**config.mk**
```make
export PLATFORM = sky130hd
export DESIGN_NAME = rc4_stream_cipher
export DESIGN_NICKNAME = d
export VERILOG_FILES = /design/src/hdl/rc4_pkg.sv /design/src/hdl/rc4_ram.sv /design/src/hdl/rc4_ctrl.sv /design/src/hdl/rc4_stream_cipher.sv
export SDC_FILE = /design/constraint.sdc
export NUM_CORES = 2
export LEC_CHECK = 0
export ABC_AREA = 1
export BUFFER_PORTS_ARGS = -buffer_cell sky130_fd_sc_hd__buf_2
export CORE_UTILIZATION = 53
export DETAILED_ROUTE_END_ITERATION = 7
export GPL_ROUTABILITY_DRIVEN = 0
export PLACE_DENSITY_LB_ADDON = 0.12
export SLEW_MARGIN = 30
export SYNTH_ARGS = -nofsm -noshare
export SYNTH_HDL_FRONTEND = slang
export SYNTH_SLANG_ARGS = --single-unit
```
**constraint.sdc**
```tcl
create_clock -name clk -period 13.55 [get_ports clk]
set_clock_uncertainty 0.15 [all_clocks]
set_input_delay 0.6775 -clock clk [delete_from_list [all_inputs] [get_ports clk]]
set_output_delay 0.6775 -clock clk [all_outputs]
set_load 0.01 [all_outputs]
```
**src/hdl/rc4_pkg.sv**
```systemverilog
// Shared constants, codes and types for the RC4 stream cipher block.
`default_nettype none

package rc4_pkg;

  localparam int BYTE_W            = 8;
  localparam int SBOX_DEPTH        = 256;
  localparam int KEY_LEN_W         = 9;
  localparam int KEY_MAX_BYTES_DEF = 256;

  localparam logic [KEY_LEN_W-1:0] KEY_LEN_RESET = 9'd16;

  // operation codes on the input channel
  localparam logic [1:0] OP_KEY_WRITE = 2'd0;
  localparam logic [1:0] OP_START     = 2'd1;
  localparam logic [1:0] OP_DATA      = 2'd2;

  typedef enum logic [11:0] {
    ST_IDLE = 12'b0000_0000_0001,
    ST_FILL = 12'b0000_0000_0010,
    ST_K0   = 12'b0000_0000_0100,
    ST_K1   = 12'b0000_0000_1000,
    ST_K2   = 12'b0000_0001_0000,
    ST_K3   = 12'b0000_0010_0000,
    ST_D0   = 12'b0000_0100_0000,
    ST_D1   = 12'b0000_1000_0000,
    ST_D2   = 12'b0001_0000_0000,
    ST_D3   = 12'b0010_0000_0000,
    ST_D4   = 12'b0100_0000_0000,
    ST_D5   = 12'b1000_0000_0000
  } state_t;

  typedef struct packed {
    logic              valid;
    logic [BYTE_W-1:0] data;
  } res_t;

endpackage

`default_nettype wire

```
**src/hdl/rc4_ram.sv**
```systemverilog
// Simple dual-port RAM: one write port, one read port with registered data.
`default_nettype none

module rc4_ram #(
  parameter int DEPTH = rc4_pkg::SBOX_DEPTH,
  parameter int AW    = 8,
  parameter int DW    = rc4_pkg::BYTE_W
) (
  input  wire logic          clk,
  input  wire logic          wr_en,
  input  wire logic [AW-1:0] wr_addr,
  input  wire logic [DW-1:0] wr_data,
  input  wire logic          rd_en,
  input  wire logic [AW-1:0] rd_addr,
  output logic      [DW-1:0] rd_data
);

  logic [DW-1:0] mem [DEPTH];
  logic [DW-1:0] rd_data_r;

  always_ff @(posedge clk) begin
    if (wr_en) begin
      mem[wr_addr] <= wr_data;
    end
  end

  always_ff @(posedge clk) begin
    if (rd_en) begin
      rd_data_r <= mem[rd_addr];
    end
  end

  assign rd_data = rd_data_r;

endmodule

`default_nettype wire

```
**src/hdl/rc4_ctrl.sv**
```systemverilog
// RC4 sequencer: identity fill, key schedule, keystream steps and the shared byte adder.
`default_nettype none

module rc4_ctrl #(
  parameter int KEY_MAX_BYTES = rc4_pkg::KEY_MAX_BYTES_DEF,
  parameter int KIW           = (KEY_MAX_BYTES > 1) ? $clog2(KEY_MAX_BYTES) : 1
) (
  input  wire logic                             clk,
  input  wire logic                             rst_n,
  // input channel
  input  wire logic                             in_valid,
  output logic                                  in_stall,
  input  wire logic [1:0]                       in_operation,
  input  wire logic [7:0]                       in_key_index,
  input  wire logic [rc4_pkg::BYTE_W-1:0]       in_key_byte,
  input  wire logic [rc4_pkg::BYTE_W-1:0]       in_data_byte,
  input  wire logic [rc4_pkg::KEY_LEN_W-1:0]    key_length,
  // result toward the output register
  input  wire logic                             res_ready,
  output rc4_pkg::res_t                         res,
  // permutation memory
  output logic                                  sbox_wr_en,
  output logic [7:0]                            sbox_wr_addr,
  output logic [rc4_pkg::BYTE_W-1:0]            sbox_wr_data,
  output logic                                  sbox_rd_en,
  output logic [7:0]                            sbox_rd_addr,
  input  wire logic [rc4_pkg::BYTE_W-1:0]       sbox_rd_data,
  // key memory
  output logic                                  key_wr_en,
  output logic [KIW-1:0]                        key_wr_addr,
  output logic [rc4_pkg::BYTE_W-1:0]            key_wr_data,
  output logic                                  key_rd_en,
  output logic [KIW-1:0]                        key_rd_addr,
  input  wire logic [rc4_pkg::BYTE_W-1:0]       key_rd_data
);

  localparam int LW = $clog2(KEY_MAX_BYTES + 1);

  rc4_pkg::state_t state_r, state_nxt;
  logic [7:0]      cnt_r, cnt_nxt;
  logic [KIW-1:0]  kpos_r, kpos_nxt;
  logic [7:0]      i_r, i_nxt;
  logic [7:0]      j_r, j_nxt;
  logic [7:0]      si_r, si_nxt;
  logic [7:0]      sj_r, sj_nxt;
  logic [7:0]      data_r, data_nxt;
  logic            sched_r, sched_nxt;

  logic [7:0]      add_a, add_b, add_c, add_y;
  logic [LW-1:0]   len_eff;
  logic [LW-1:0]   kpos_inc;
  logic            accept;

  // effective key length: zero acts as one, saturates at the store depth
  always_comb begin
    if (key_length == '0) begin
      len_eff = LW'(1);
    end else if (key_length > rc4_pkg::KEY_LEN_W'(KEY_MAX_BYTES)) begin
      len_eff = LW'(KEY_MAX_BYTES);
    end else begin
      len_eff = LW'(key_length);
    end
  end

  assign kpos_inc = LW'(kpos_r) + LW'(1);

  assign in_stall = (state_r != rc4_pkg::ST_IDLE);
  assign accept   = in_valid && !in_stall;

  // key store writes straight from the channel
  assign key_wr_en   = accept && (in_operation == rc4_pkg::OP_KEY_WRITE) &&
                       ({1'b0, in_key_index} < 9'(KEY_MAX_BYTES));
  assign key_wr_addr = in_key_index[KIW-1:0];
  assign key_wr_data = in_key_byte;
  assign key_rd_en   = (state_r == rc4_pkg::ST_K0);
  assign key_rd_addr = kpos_r;

  // shared byte adder
  assign add_y = add_a + add_b + add_c;

  always_comb begin
    state_nxt    = state_r;
    cnt_nxt      = cnt_r;
    kpos_nxt     = kpos_r;
    i_nxt        = i_r;
    j_nxt        = j_r;
    si_nxt       = si_r;
    sj_nxt       = sj_r;
    data_nxt     = data_r;
    sched_nxt    = sched_r;
    add_a        = '0;
    add_b        = '0;
    add_c        = '0;
    sbox_wr_en   = 1'b0;
    sbox_wr_addr = '0;
    sbox_wr_data = '0;
    sbox_rd_en   = 1'b0;
    sbox_rd_addr = '0;
    res.valid    = 1'b0;
    res.data     = data_r ^ sbox_rd_data;

    unique case (state_r)
      rc4_pkg::ST_IDLE: begin
        if (accept) begin
          if (in_operation == rc4_pkg::OP_START) begin
            sched_nxt = 1'b1;
            cnt_nxt   = '0;
            kpos_nxt  = '0;
            j_nxt     = '0;
            state_nxt = rc4_pkg::ST_FILL;
          end else if (in_operation == rc4_pkg::OP_DATA) begin
            data_nxt  = in_data_byte;
            state_nxt = rc4_pkg::ST_D0;
          end
        end
      end
      rc4_pkg::ST_FILL: begin
        sbox_wr_en   = 1'b1;
        sbox_wr_addr = cnt_r;
        sbox_wr_data = cnt_r;
        cnt_nxt      = cnt_r + 8'd1;
        if (cnt_r == 8'hFF) begin
          state_nxt = sched_r ? rc4_pkg::ST_K0 : rc4_pkg::ST_IDLE;
        end
      end
      rc4_pkg::ST_K0: begin
        sbox_rd_en   = 1'b1;
        sbox_rd_addr = cnt_r;
        state_nxt    = rc4_pkg::ST_K1;
      end
      rc4_pkg::ST_K1: begin
        add_a        = j_r;
        add_b        = sbox_rd_data;
        add_c        = key_rd_data;
        j_nxt        = add_y;
        si_nxt       = sbox_rd_data;
        sbox_rd_en   = 1'b1;
        sbox_rd_addr = add_y;
        state_nxt    = rc4_pkg::ST_K2;
      end
      rc4_pkg::ST_K2: begin
        sbox_wr_en   = 1'b1;
        sbox_wr_addr = cnt_r;
        sbox_wr_data = sbox_rd_data;
        state_nxt    = rc4_pkg::ST_K3;
      end
      rc4_pkg::ST_K3: begin
        sbox_wr_en   = 1'b1;
        sbox_wr_addr = j_r;
        sbox_wr_data = si_r;
        cnt_nxt      = cnt_r + 8'd1;
        kpos_nxt     = (kpos_inc == len_eff) ? '0 : kpos_inc[KIW-1:0];
        if (cnt_r == 8'hFF) begin
          i_nxt     = '0;
          j_nxt     = '0;
          sched_nxt = 1'b0;
          state_nxt = rc4_pkg::ST_IDLE;
        end else begin
          state_nxt = rc4_pkg::ST_K0;
        end
      end
      rc4_pkg::ST_D0: begin
        add_a        = i_r;
        add_b        = 8'd1;
        i_nxt        = add_y;
        sbox_rd_en   = 1'b1;
        sbox_rd_addr = add_y;
        state_nxt    = rc4_pkg::ST_D1;
      end
      rc4_pkg::ST_D1: begin
        add_a        = j_r;
        add_b        = sbox_rd_data;
        j_nxt        = add_y;
        si_nxt       = sbox_rd_data;
        sbox_rd_en   = 1'b1;
        sbox_rd_addr = add_y;
        state_nxt    = rc4_pkg::ST_D2;
      end
      rc4_pkg::ST_D2: begin
        sj_nxt       = sbox_rd_data;
        sbox_wr_en   = 1'b1;
        sbox_wr_addr = i_r;
        sbox_wr_data = sbox_rd_data;
        state_nxt    = rc4_pkg::ST_D3;
      end
      rc4_pkg::ST_D3: begin
        sbox_wr_en   = 1'b1;
        sbox_wr_addr = j_r;
        sbox_wr_data = si_r;
        state_nxt    = rc4_pkg::ST_D4;
      end
      rc4_pkg::ST_D4: begin
        add_a        = si_r;
        add_b        = sj_r;
        sbox_rd_en   = 1'b1;
        sbox_rd_addr = add_y;
        state_nxt    = rc4_pkg::ST_D5;
      end
      rc4_pkg::ST_D5: begin
        // keystream byte sits in the read register until the result is taken
        if (res_ready) begin
          res.valid = 1'b1;
          state_nxt = rc4_pkg::ST_IDLE;
        end
      end
      default: begin
        state_nxt = rc4_pkg::ST_IDLE;
      end
    endcase
  end

  always_ff @(posedge clk) begin
    if (!rst_n) begin
      state_r <= rc4_pkg::ST_FILL;  // identity fill after reset
      cnt_r   <= '0;
      kpos_r  <= '0;
      i_r     <= '0;
      j_r     <= '0;
      sched_r <= 1'b0;
    end else begin
      state_r <= state_nxt;
      cnt_r   <= cnt_nxt;
      kpos_r  <= kpos_nxt;
      i_r     <= i_nxt;
      j_r     <= j_nxt;
      sched_r <= sched_nxt;
    end
  end

  always_ff @(posedge clk) begin
    si_r   <= si_nxt;
    sj_r   <= sj_nxt;
    data_r <= data_nxt;
  end

endmodule

`default_nettype wire

```
**src/hdl/rc4_stream_cipher.sv**
```systemverilog
// Top level of the RC4 stream cipher: config register, output register, memories.
`default_nettype none

// Usage:
//   Input channel (in_valid / in_stall) carries one item per transfer:
//     in_operation = key write : in_key_byte goes to key store slot in_key_index
//                    start     : identity fill plus the 256-step key schedule
//                    data      : in_data_byte XOR next keystream byte on out_byte
//     code 3 is dropped without effect.
//   Output channel (out_valid / out_stall) carries one out_byte per data item.
//   cfg_wr_en / cfg_wr_data set key_length (reset value 16); write only when idle.
// Sequencing (one shared 8-bit adder, one permutation RAM port each way):
//   key write     written straight into the key store; the block stays idle
//   data item     three permutation reads and two writes in sequence, then
//                 the result step; no new item is taken until the result
//                 has gone to the output register
//   start item    identity fill of 256 entries, then 256 schedule steps (K0-K3)
// Reset (synchronous, rst_n low) clears indices, sets key_length to 16 and
// then runs an identity fill of the 256-entry permutation; in_stall is high
// during that pass. A stalled result waits in the output register while the
// next item is taken; a second result waits in the sequencer until then.
module rc4_stream_cipher #(
  parameter int KEY_MAX_BYTES = rc4_pkg::KEY_MAX_BYTES_DEF
) (
  input  wire logic                          clk,
  input  wire logic                          rst_n,
  // configuration
  input  wire logic                          cfg_wr_en,
  input  wire logic [rc4_pkg::KEY_LEN_W-1:0] cfg_wr_data,
  // input channel
  input  wire logic                          in_valid,
  output logic                               in_stall,
  input  wire logic [1:0]                    in_operation,
  input  wire logic [7:0]                    in_key_index,
  input  wire logic [rc4_pkg::BYTE_W-1:0]    in_key_byte,
  input  wire logic [rc4_pkg::BYTE_W-1:0]    in_data_byte,
  // output channel
  output logic                               out_valid,
  input  wire logic                          out_stall,
  output logic [rc4_pkg::BYTE_W-1:0]         out_byte
);

  localparam int KIW = (KEY_MAX_BYTES > 1) ? $clog2(KEY_MAX_BYTES) : 1;

  logic [rc4_pkg::KEY_LEN_W-1:0] key_length_r;
  logic                          out_valid_r;
  logic [rc4_pkg::BYTE_W-1:0]    out_byte_r;
  logic                          res_ready;
  rc4_pkg::res_t                 res;

  logic                          sbox_wr_en, sbox_rd_en;
  logic [7:0]                    sbox_wr_addr, sbox_rd_addr;
  logic [rc4_pkg::BYTE_W-1:0]    sbox_wr_data, sbox_rd_data;
  logic                          key_wr_en, key_rd_en;
  logic [KIW-1:0]                key_wr_addr, key_rd_addr;
  logic [rc4_pkg::BYTE_W-1:0]    key_wr_data, key_rd_data;

  // key length register
  always_ff @(posedge clk) begin
    if (!rst_n) begin
      key_length_r <= rc4_pkg::KEY_LEN_RESET;
    end else if (cfg_wr_en) begin
      key_length_r <= cfg_wr_data;
    end
  end

  // output register: takes a new result when empty or being drained
  assign res_ready = !out_valid_r || !out_stall;

  always_ff @(posedge clk) begin
    if (!rst_n) begin
      out_valid_r <= 1'b0;
    end else if (res.valid) begin
      out_valid_r <= 1'b1;
    end else if (!out_stall) begin
      out_valid_r <= 1'b0;
    end
  end

  always_ff @(posedge clk) begin
    if (res.valid) begin
      out_byte_r <= res.data;
    end
  end

  assign out_valid = out_valid_r;
  assign out_byte  = out_byte_r;

  rc4_ctrl #(
    .KEY_MAX_BYTES (KEY_MAX_BYTES),
    .KIW           (KIW)
  ) u_ctrl (
    .clk          (clk),
    .rst_n        (rst_n),
    .in_valid     (in_valid),
    .in_stall     (in_stall),
    .in_operation (in_operation),
    .in_key_index (in_key_index),
    .in_key_byte  (in_key_byte),
    .in_data_byte (in_data_byte),
    .key_length   (key_length_r),
    .res_ready    (res_ready),
    .res          (res),
    .sbox_wr_en   (sbox_wr_en),
    .sbox_wr_addr (sbox_wr_addr),
    .sbox_wr_data (sbox_wr_data),
    .sbox_rd_en   (sbox_rd_en),
    .sbox_rd_addr (sbox_rd_addr),
    .sbox_rd_data (sbox_rd_data),
    .key_wr_en    (key_wr_en),
    .key_wr_addr  (key_wr_addr),
    .key_wr_data  (key_wr_data),
    .key_rd_en    (key_rd_en),
    .key_rd_addr  (key_rd_addr),
    .key_rd_data  (key_rd_data)
  );

  // permutation store
  rc4_ram #(
    .DEPTH (rc4_pkg::SBOX_DEPTH),
    .AW    (8),
    .DW    (rc4_pkg::BYTE_W)
  ) u_sbox (
    .clk     (clk),
    .wr_en   (sbox_wr_en),
    .wr_addr (sbox_wr_addr),
    .wr_data (sbox_wr_data),
    .rd_en   (sbox_rd_en),
    .rd_addr (sbox_rd_addr),
    .rd_data (sbox_rd_data)
  );

  // key store
  rc4_ram #(
    .DEPTH (KEY_MAX_BYTES),
    .AW    (KIW),
    .DW    (rc4_pkg::BYTE_W)
  ) u_key (
    .clk     (clk),
    .wr_en   (key_wr_en),
    .wr_addr (key_wr_addr),
    .wr_data (key_wr_data),
    .rd_en   (key_rd_en),
    .rd_addr (key_rd_addr),
    .rd_data (key_rd_data)
  );

endmodule

`default_nettype wire

```
; ---- Word level (Yosys, flattened, before mapping)
; Memory sizes are Yosys's and may differ from the RTL's. A register that Yosys moved wholly into a read port is not among the register bits.
; Cells that the tools add are included.
; Widths: inputs -> output; s select.
[op_classes]
n_addsub = 4
mul = 0
div = 0
order_cmp = 1
eq_ne = 24
shift = 0
mux = 38
bitwise = 2
reduce_logical = 27
[op_table]
columns = op, n
row1 = $pmux 12 s12, 1
row2 = $pmux 8 s3, 5
row3 = $pmux 8 s2, 4
row4 = $mux 12, 5
row5 = $mux 8, 5
row6 = $mux 9, 2
row7 = $add 8x8->8, 2
row8 = $reduce_and 4->1, 4
row9 = $mux 1, 13
row10 = $eq 12x1->1 const B, 1
row11 = $eq 12x10->1 const B, 1
row12 = $eq 12x11->1 const B, 1
row13 = $eq 12x12->1 const B, 1
row14 = $eq 12x2->1 const B, 1
row15 = $eq 12x3->1 const B, 1
row16 = $eq 12x4->1 const B, 1
row17 = $eq 12x5->1 const B, 1
row18 = $eq 12x6->1 const B, 1
row19 = $eq 12x7->1 const B, 1
row20 = $eq 12x8->1 const B, 1
row21 = $eq 12x9->1 const B, 1
row22 = $ne 12x1->1 const B, 1
row23 = $ne 2x1->1 const B, 5
row24 = $reduce_or 2->1, 5
row25 = other kinds (24), 32
[totals]
register_bits = 87
latch_bits = 0
ram_bits = 4096
mem_bits_ro = 0
inputBits = 40
n_memories = 2
[mem_list]
columns = name, depth, width, rd, rd_ports_with_merged_regs, wr, line_no
row1 = u_key.mem, 256, 8, 1, 1, 1, rc4_ram.sv:18  ; logic [DW-1:0] mem [DEPTH];
row2 = u_sbox.mem, 256, 8, 1, 1, 1, rc4_ram.sv:18

; ---- Depth between registers and ports, before layout
[logic_depth]
ltp_word = 6
mapped_depth = 24

; ---- Modules after synthesis
; From an unflattened synthesis, not the netlist that was laid out.
[unflattened]
hier_cells = 14693
hier_area_um2 = 172145.1
[by_module_without_submodules]
columns = module, instances, cells_per_inst, area_each_um2, seq_area_each_um2
row1 = rc4_ram, 2, 7003, 83476.3, 61739.2
row2 = rc4_ctrl, 1, 619, 4531.8, 1621.6
row3 = rc4_stream_cipher, 1, 68, 660.6, 440.4

; ---- Worst setup path before layout
; Ideal clock, no wire load.
[synth_path]
kind = register -> register
from = reg u_ctrl.state_r[4]
to = mem u_sbox.mem[0][0] (netlist bit), data pin
setup_time_ns = 1.631
arrival_time_ns = 8.596
setup_slack_ns = 3.173
path_stages_with_launch = 11
path_buffers = 1
path_cell_list = dfxtp_1 nor2_1 nand2_1 nor2_2 inv_2 nor4_1 inv_1 nand2_1 buf_4 inv_1 o221ai_1
[synth_via]
elab_chain_len = 3
word_cells_on_any_way = 8
[synth_lines]
columns = item, line_no
row1 = from (decl), rc4_ctrl.sv:39  ; rc4_pkg::state_t state_r, state_nxt;
row2 = from (signal assigned), rc4_ctrl.sv:214  ; state_r <= rc4_pkg::ST_FILL;
row3 = from (signal assigned), rc4_ctrl.sv:221  ; state_r <= state_nxt;
row4 = $eq 12x10->1 (tied with other cells), rc4_ctrl.sv:102  ; unique case (state_r)
row5 = $reduce_or 2->1 (no source line), -
row6 = $pmux 8 s3 (*), rc4_ctrl.sv:102
row7 = net sbox_wr_data (one bit), rc4_stream_cipher.sv:53  ; logic [rc4_pkg::BYTE_W-1:0] sbox_wr_data, sbox_rd_data;
row8 = to (decl), rc4_ram.sv:18
; Mark *: on every way through the listed nets, which the timed path passes. The rest lies on a longest branch.

; ---- Final worst setup path
[layout_path]
from = reg u_ctrl.state_r[9]
to = reg u_sbox.rd_data_r[3] (netlist: u_sbox.rd_data[3]), read port of u_sbox.mem, data pin
[layout_via]
elab_chain_len = 6
word_cells_on_any_way = 15
[layout_lines]
columns = item, line_no
row1 = $eq 12x4->1 / $eq 12x8->1 (equally long branches), rc4_ctrl.sv:102
row2 = $reduce_or 2->1 (no source line), -
row3 = $pmux 8 s3, rc4_ctrl.sv:102
row4 = $add 8x8->8 (2 in series), rc4_ctrl.sv:79  ; assign add_y = add_a + add_b + add_c;
row5 = $pmux 8 s2, rc4_ctrl.sv:102
row6 = to (decl), rc4_ram.sv:19  ; logic [DW-1:0] rd_data_r;
; Several ways; a longest one is shown, not always the timed one.
; A chain may end at the register's enable or synchronous reset.

==> flow_summary.json <==
{
  "tns_ns": 0,
  "p_total_uw": 26860,
  "dp.final_hpwl_um": 292100,
  "grt_usage_pct": 30.82,
  "synth_nets": 14820,
  "r2r_start": "u_ctrl.state_r[9]",
  "worstSetupPathType": "flop to flop",
  "synth-seq-cells": 4199,
  "finalCriticalPeriod_ns": 7.347,
  "crit_fanout": 81,
  "die_area_um2": 332900,
  "clock-sinks": 4199,
  "final_nets": 14490,
  "slowest_delay_ns": 0.80,
  "cts_buffer_depth": 4,
  "num_vias": 117839,
  "grt_pass1_vias": 113801,
  "synth-main-ff-cell": "edfxtp_1",
  "hold_start": "cfg_wr_en",
  "pin_count": 50,
  "max_slew_margin_pct": 24.41,
  "cp.required_ns": 14.11,
  "start_util_pct": 53.39,
  "synth.top_cell.area_share_pct": 71.03,
  "antenna_found_initial": 17,
  "viasPerCell": 6.155,
  "cp_common_cell": "nand3_1",
  "final_common_cell": "edfxtp_1",
  "fin_crit_sh_pct": 54.22,
  "htreeDepth": 5,
  "power.switching_uw": 5616,
  "p_sw_share_pct": 20.91,
  "holdWs_ns": 0.08170,
  "grt_max_degree": 210,
  "status": "complete, no violations",
  "ant_nets": 0,
  "cp-startpoint": "u_ctrl.state_r[9]",
  "setup_viol": 0,
  "netlist_area_um2": 175200,
  "yosysWarnings": 0,
  "critical_path_buf_inv_count": 5,
  "max_freq_mhz": 136.1,
  "coreArea_um2": 328200,
  "post-cts-setup-buffers": 0,
  "cts_tree": "built",
  "rows": 210,
  "dp_cells": 18320,
  "cts-buffers-inserted": 428,
  "detail_route.wl_per_cell_um": 27.25,
  "final_area_um2": 193000,
  "yosysTopAreaCell": "edfxtp_1",
  "worst_setup_path_start_kind": "flop",
  "crit_arrival_ns": 7.91,
  "crit_chain": "nor2_1, nand2_4, nor2_4, nand2_1, nand2_2, nand2_1, o211ai_1, fa_1, ha_1, inv_1, fa_1, inv_1, a21oi_4, buf_4, inv_8, buf_4, nand3_1, nand3_1, nand3_1, nand3_1, nand3_1, nand3_1, nand2_1",
  "min_path_type": "primary input to flop",
  "synth-seq-area-share_pct": 71.66,
  "syn_inst": 14764,
  "stdcell_count": 19144,
  "cts-root-buf": "clkbuf_16",
  "grt_pass1_wl_um": 762400,
  "finalWirelength_um": 521600,
  "critPathSlowestCell": "buf_4",
  "drive_above_1_share_pct": 6.350,
  "die_y_um": 577.0,
  "drc_errors": 0,
  "combPwrFrac_pct": 2.7,
  "drv_cap": 0,
  "sequentialPowerShare_pct": 53.7,
  "clockPowerShare_pct": 43.7,
  "die_w_um": 577.0,
  "placed_area_um2": 178800,
  "synth.area.top_cells": "edfxtp_1 (71%), nand3_1 (6.3%), nand2_1 (3.8%)",
  "ys_async_sr_fraction_pct": 0,
  "hold_violations": 0,
  "rsz0062_at_grt": "no",
  "portBuffers": 49,
  "layout_common_cells": "edfxtp_1 (4144), nand3_1 (2199), nor2_1 (1735)",
  "end_kind": "flop",
  "worst_slew_pin_slew_ns": 1.134,
  "yosysUniqueCellTypes": 57,
  "area_delta_synth_final_pct": 10.14,
  "clk_pin_slew_worst_paths_ns": 0.06,
  "synth.avg_cell_area_um2": 11.87,
  "critical-path-top-delay-family": "simple AND/OR/NAND/NOR gates",
  "vdd_ir_drop_max_v": 0.0001239,
  "drv_slew": 0,
  "clk_latency_ns": 0.97,
  "synth_edf_count": 4144,
  "internal-power_uw": 21250,
  "overflow": 0,
  "drt_iter0_drc": 15135,
  "p_leak_uw": 0.06716,
  "p_per_area_nw_per_um2": 139.2,
  "drt-pass1-iter-count": 7
}
## worst reg2reg max path, cell delays in order (launching register included)
cell,delay (ns)
dfxtp_1,0.34
nor2_1,0.19
nand2_4,0.12
nor2_4,0.20
nand2_1,0.09
nand2_2,0.56
nand2_1,0.14
o211ai_1,0.17
fa_1,0.45
ha_1,0.22
inv_1,0.09
fa_1,0.38
inv_1,0.23
a21oi_4,0.08
buf_4,0.45
inv_8,0.67
buf_4,0.82
nand3_1,0.45
nand3_1,0.19
nand3_1,0.36
nand3_1,0.44
nand3_1,0.14
nand3_1,0.11
nand2_1,0.06
## stage by stage
stage | util (%) | setup WS [ns]
after detailed placement | 54.47 | 6.435
after floorplan | - | 3.173
after CTS | 58.75 | 6.416
after global placement | 54.42 | 6.357
final | 58.80 | 6.203
after global routing | 58.79 | 6.025
## Yosys cell counts (all sizes together), types with 11 or more instances
library cell and n:
o21ai 1160, nand3b 430, a221oi 11, edfxtp 4144, clkbuf 634, buf 400, nand2 1763, o211ai 182
a21oi 106, nand3 2199, nor3 20, o221ai 254, o22ai 306, dfxtp 55, inv 1234, xor2 19
nor2 1749
## path summary, 6_finish.rpt
kind / end / cells past startpoint / slack, ns
worst max-delay path: u_sbox.rd_data[3] / 23 / 6.20
worst min register to register: u_ctrl.i_r[7] / 2 / 0.32
worst min-delay path: key_length_r[7] / 3 / 0.08
worst max register to register: u_sbox.rd_data[3] / 23 / 6.20
## area by class of cell
cell class / instances / area [um2]
Fill cell: 26082 / 135200
Sequential cell: 4199 / 125600
Multi-Input combinational cell: 8292 / 40860
Clock buffer: 507 / 11200
Tap cell: 4346 / 5438
Inverter: 1239 / 4700
Timing Repair Buffer: 274 / 2625
Clock inverter: 276 / 2569
Antenna cell: 11 / 27.53
## per-layer routing
layer	GRT usage, %	routed length [um]	vias to the layer above
met4	15.91	29420	14
met5	0	80	-
met1	41.05	201800	58442
met2	49.04	244000	6063
met3	5.184	46320	1237
li1	-	-	52083
## state kept, by name, summed over array words and instances, names as in the netlist, 8 cells and up
name,flops
u_key.rd_data,8
u_sbox.rd_data,8
key_length_r,9
out_byte,8
u_ctrl.j_r,8
u_ctrl.state_r,12
u_ctrl.data_r,8
u_ctrl.cnt_r,8
u_ctrl.i_r,8
u_key.mem,2048
u_ctrl.sj_r,8
u_ctrl.key_rd_addr,8
u_sbox.mem,2048
u_ctrl.si_r,8
## repair_timing
action | CTS | global route
hold endpoints to repair | 22 | 0
hold buffers | 26 | 0
resized for setup | 0 | 0
## power by group through the flow
stage	clock network (uW)	registers (uW)	logic [uW]
finish	11700	14400	714
global route	12300	14400	736
CTS	11800	14400	695
detailed placement	0	14700	690
global placement	0	14700	674
floorplan	0	14800	227
## kinds of logic after synthesis
| logic type | Yosys count | synth area share (%) |
|---|---|---|
| AND/OR/NAND/NOR | 6177 | 15.80 |
| flip-flops | 4199 | 71.66 |
| buffers and inverters | 2273 | 5.173 |
| AO/OA/AOI/OAI | 2073 | 7.088 |
| XOR/XNOR | 26 | 0.1300 |
| adder cells (fa/ha/maj) | 16 | 0.1485 |
(Power assumes the default switching activity.)
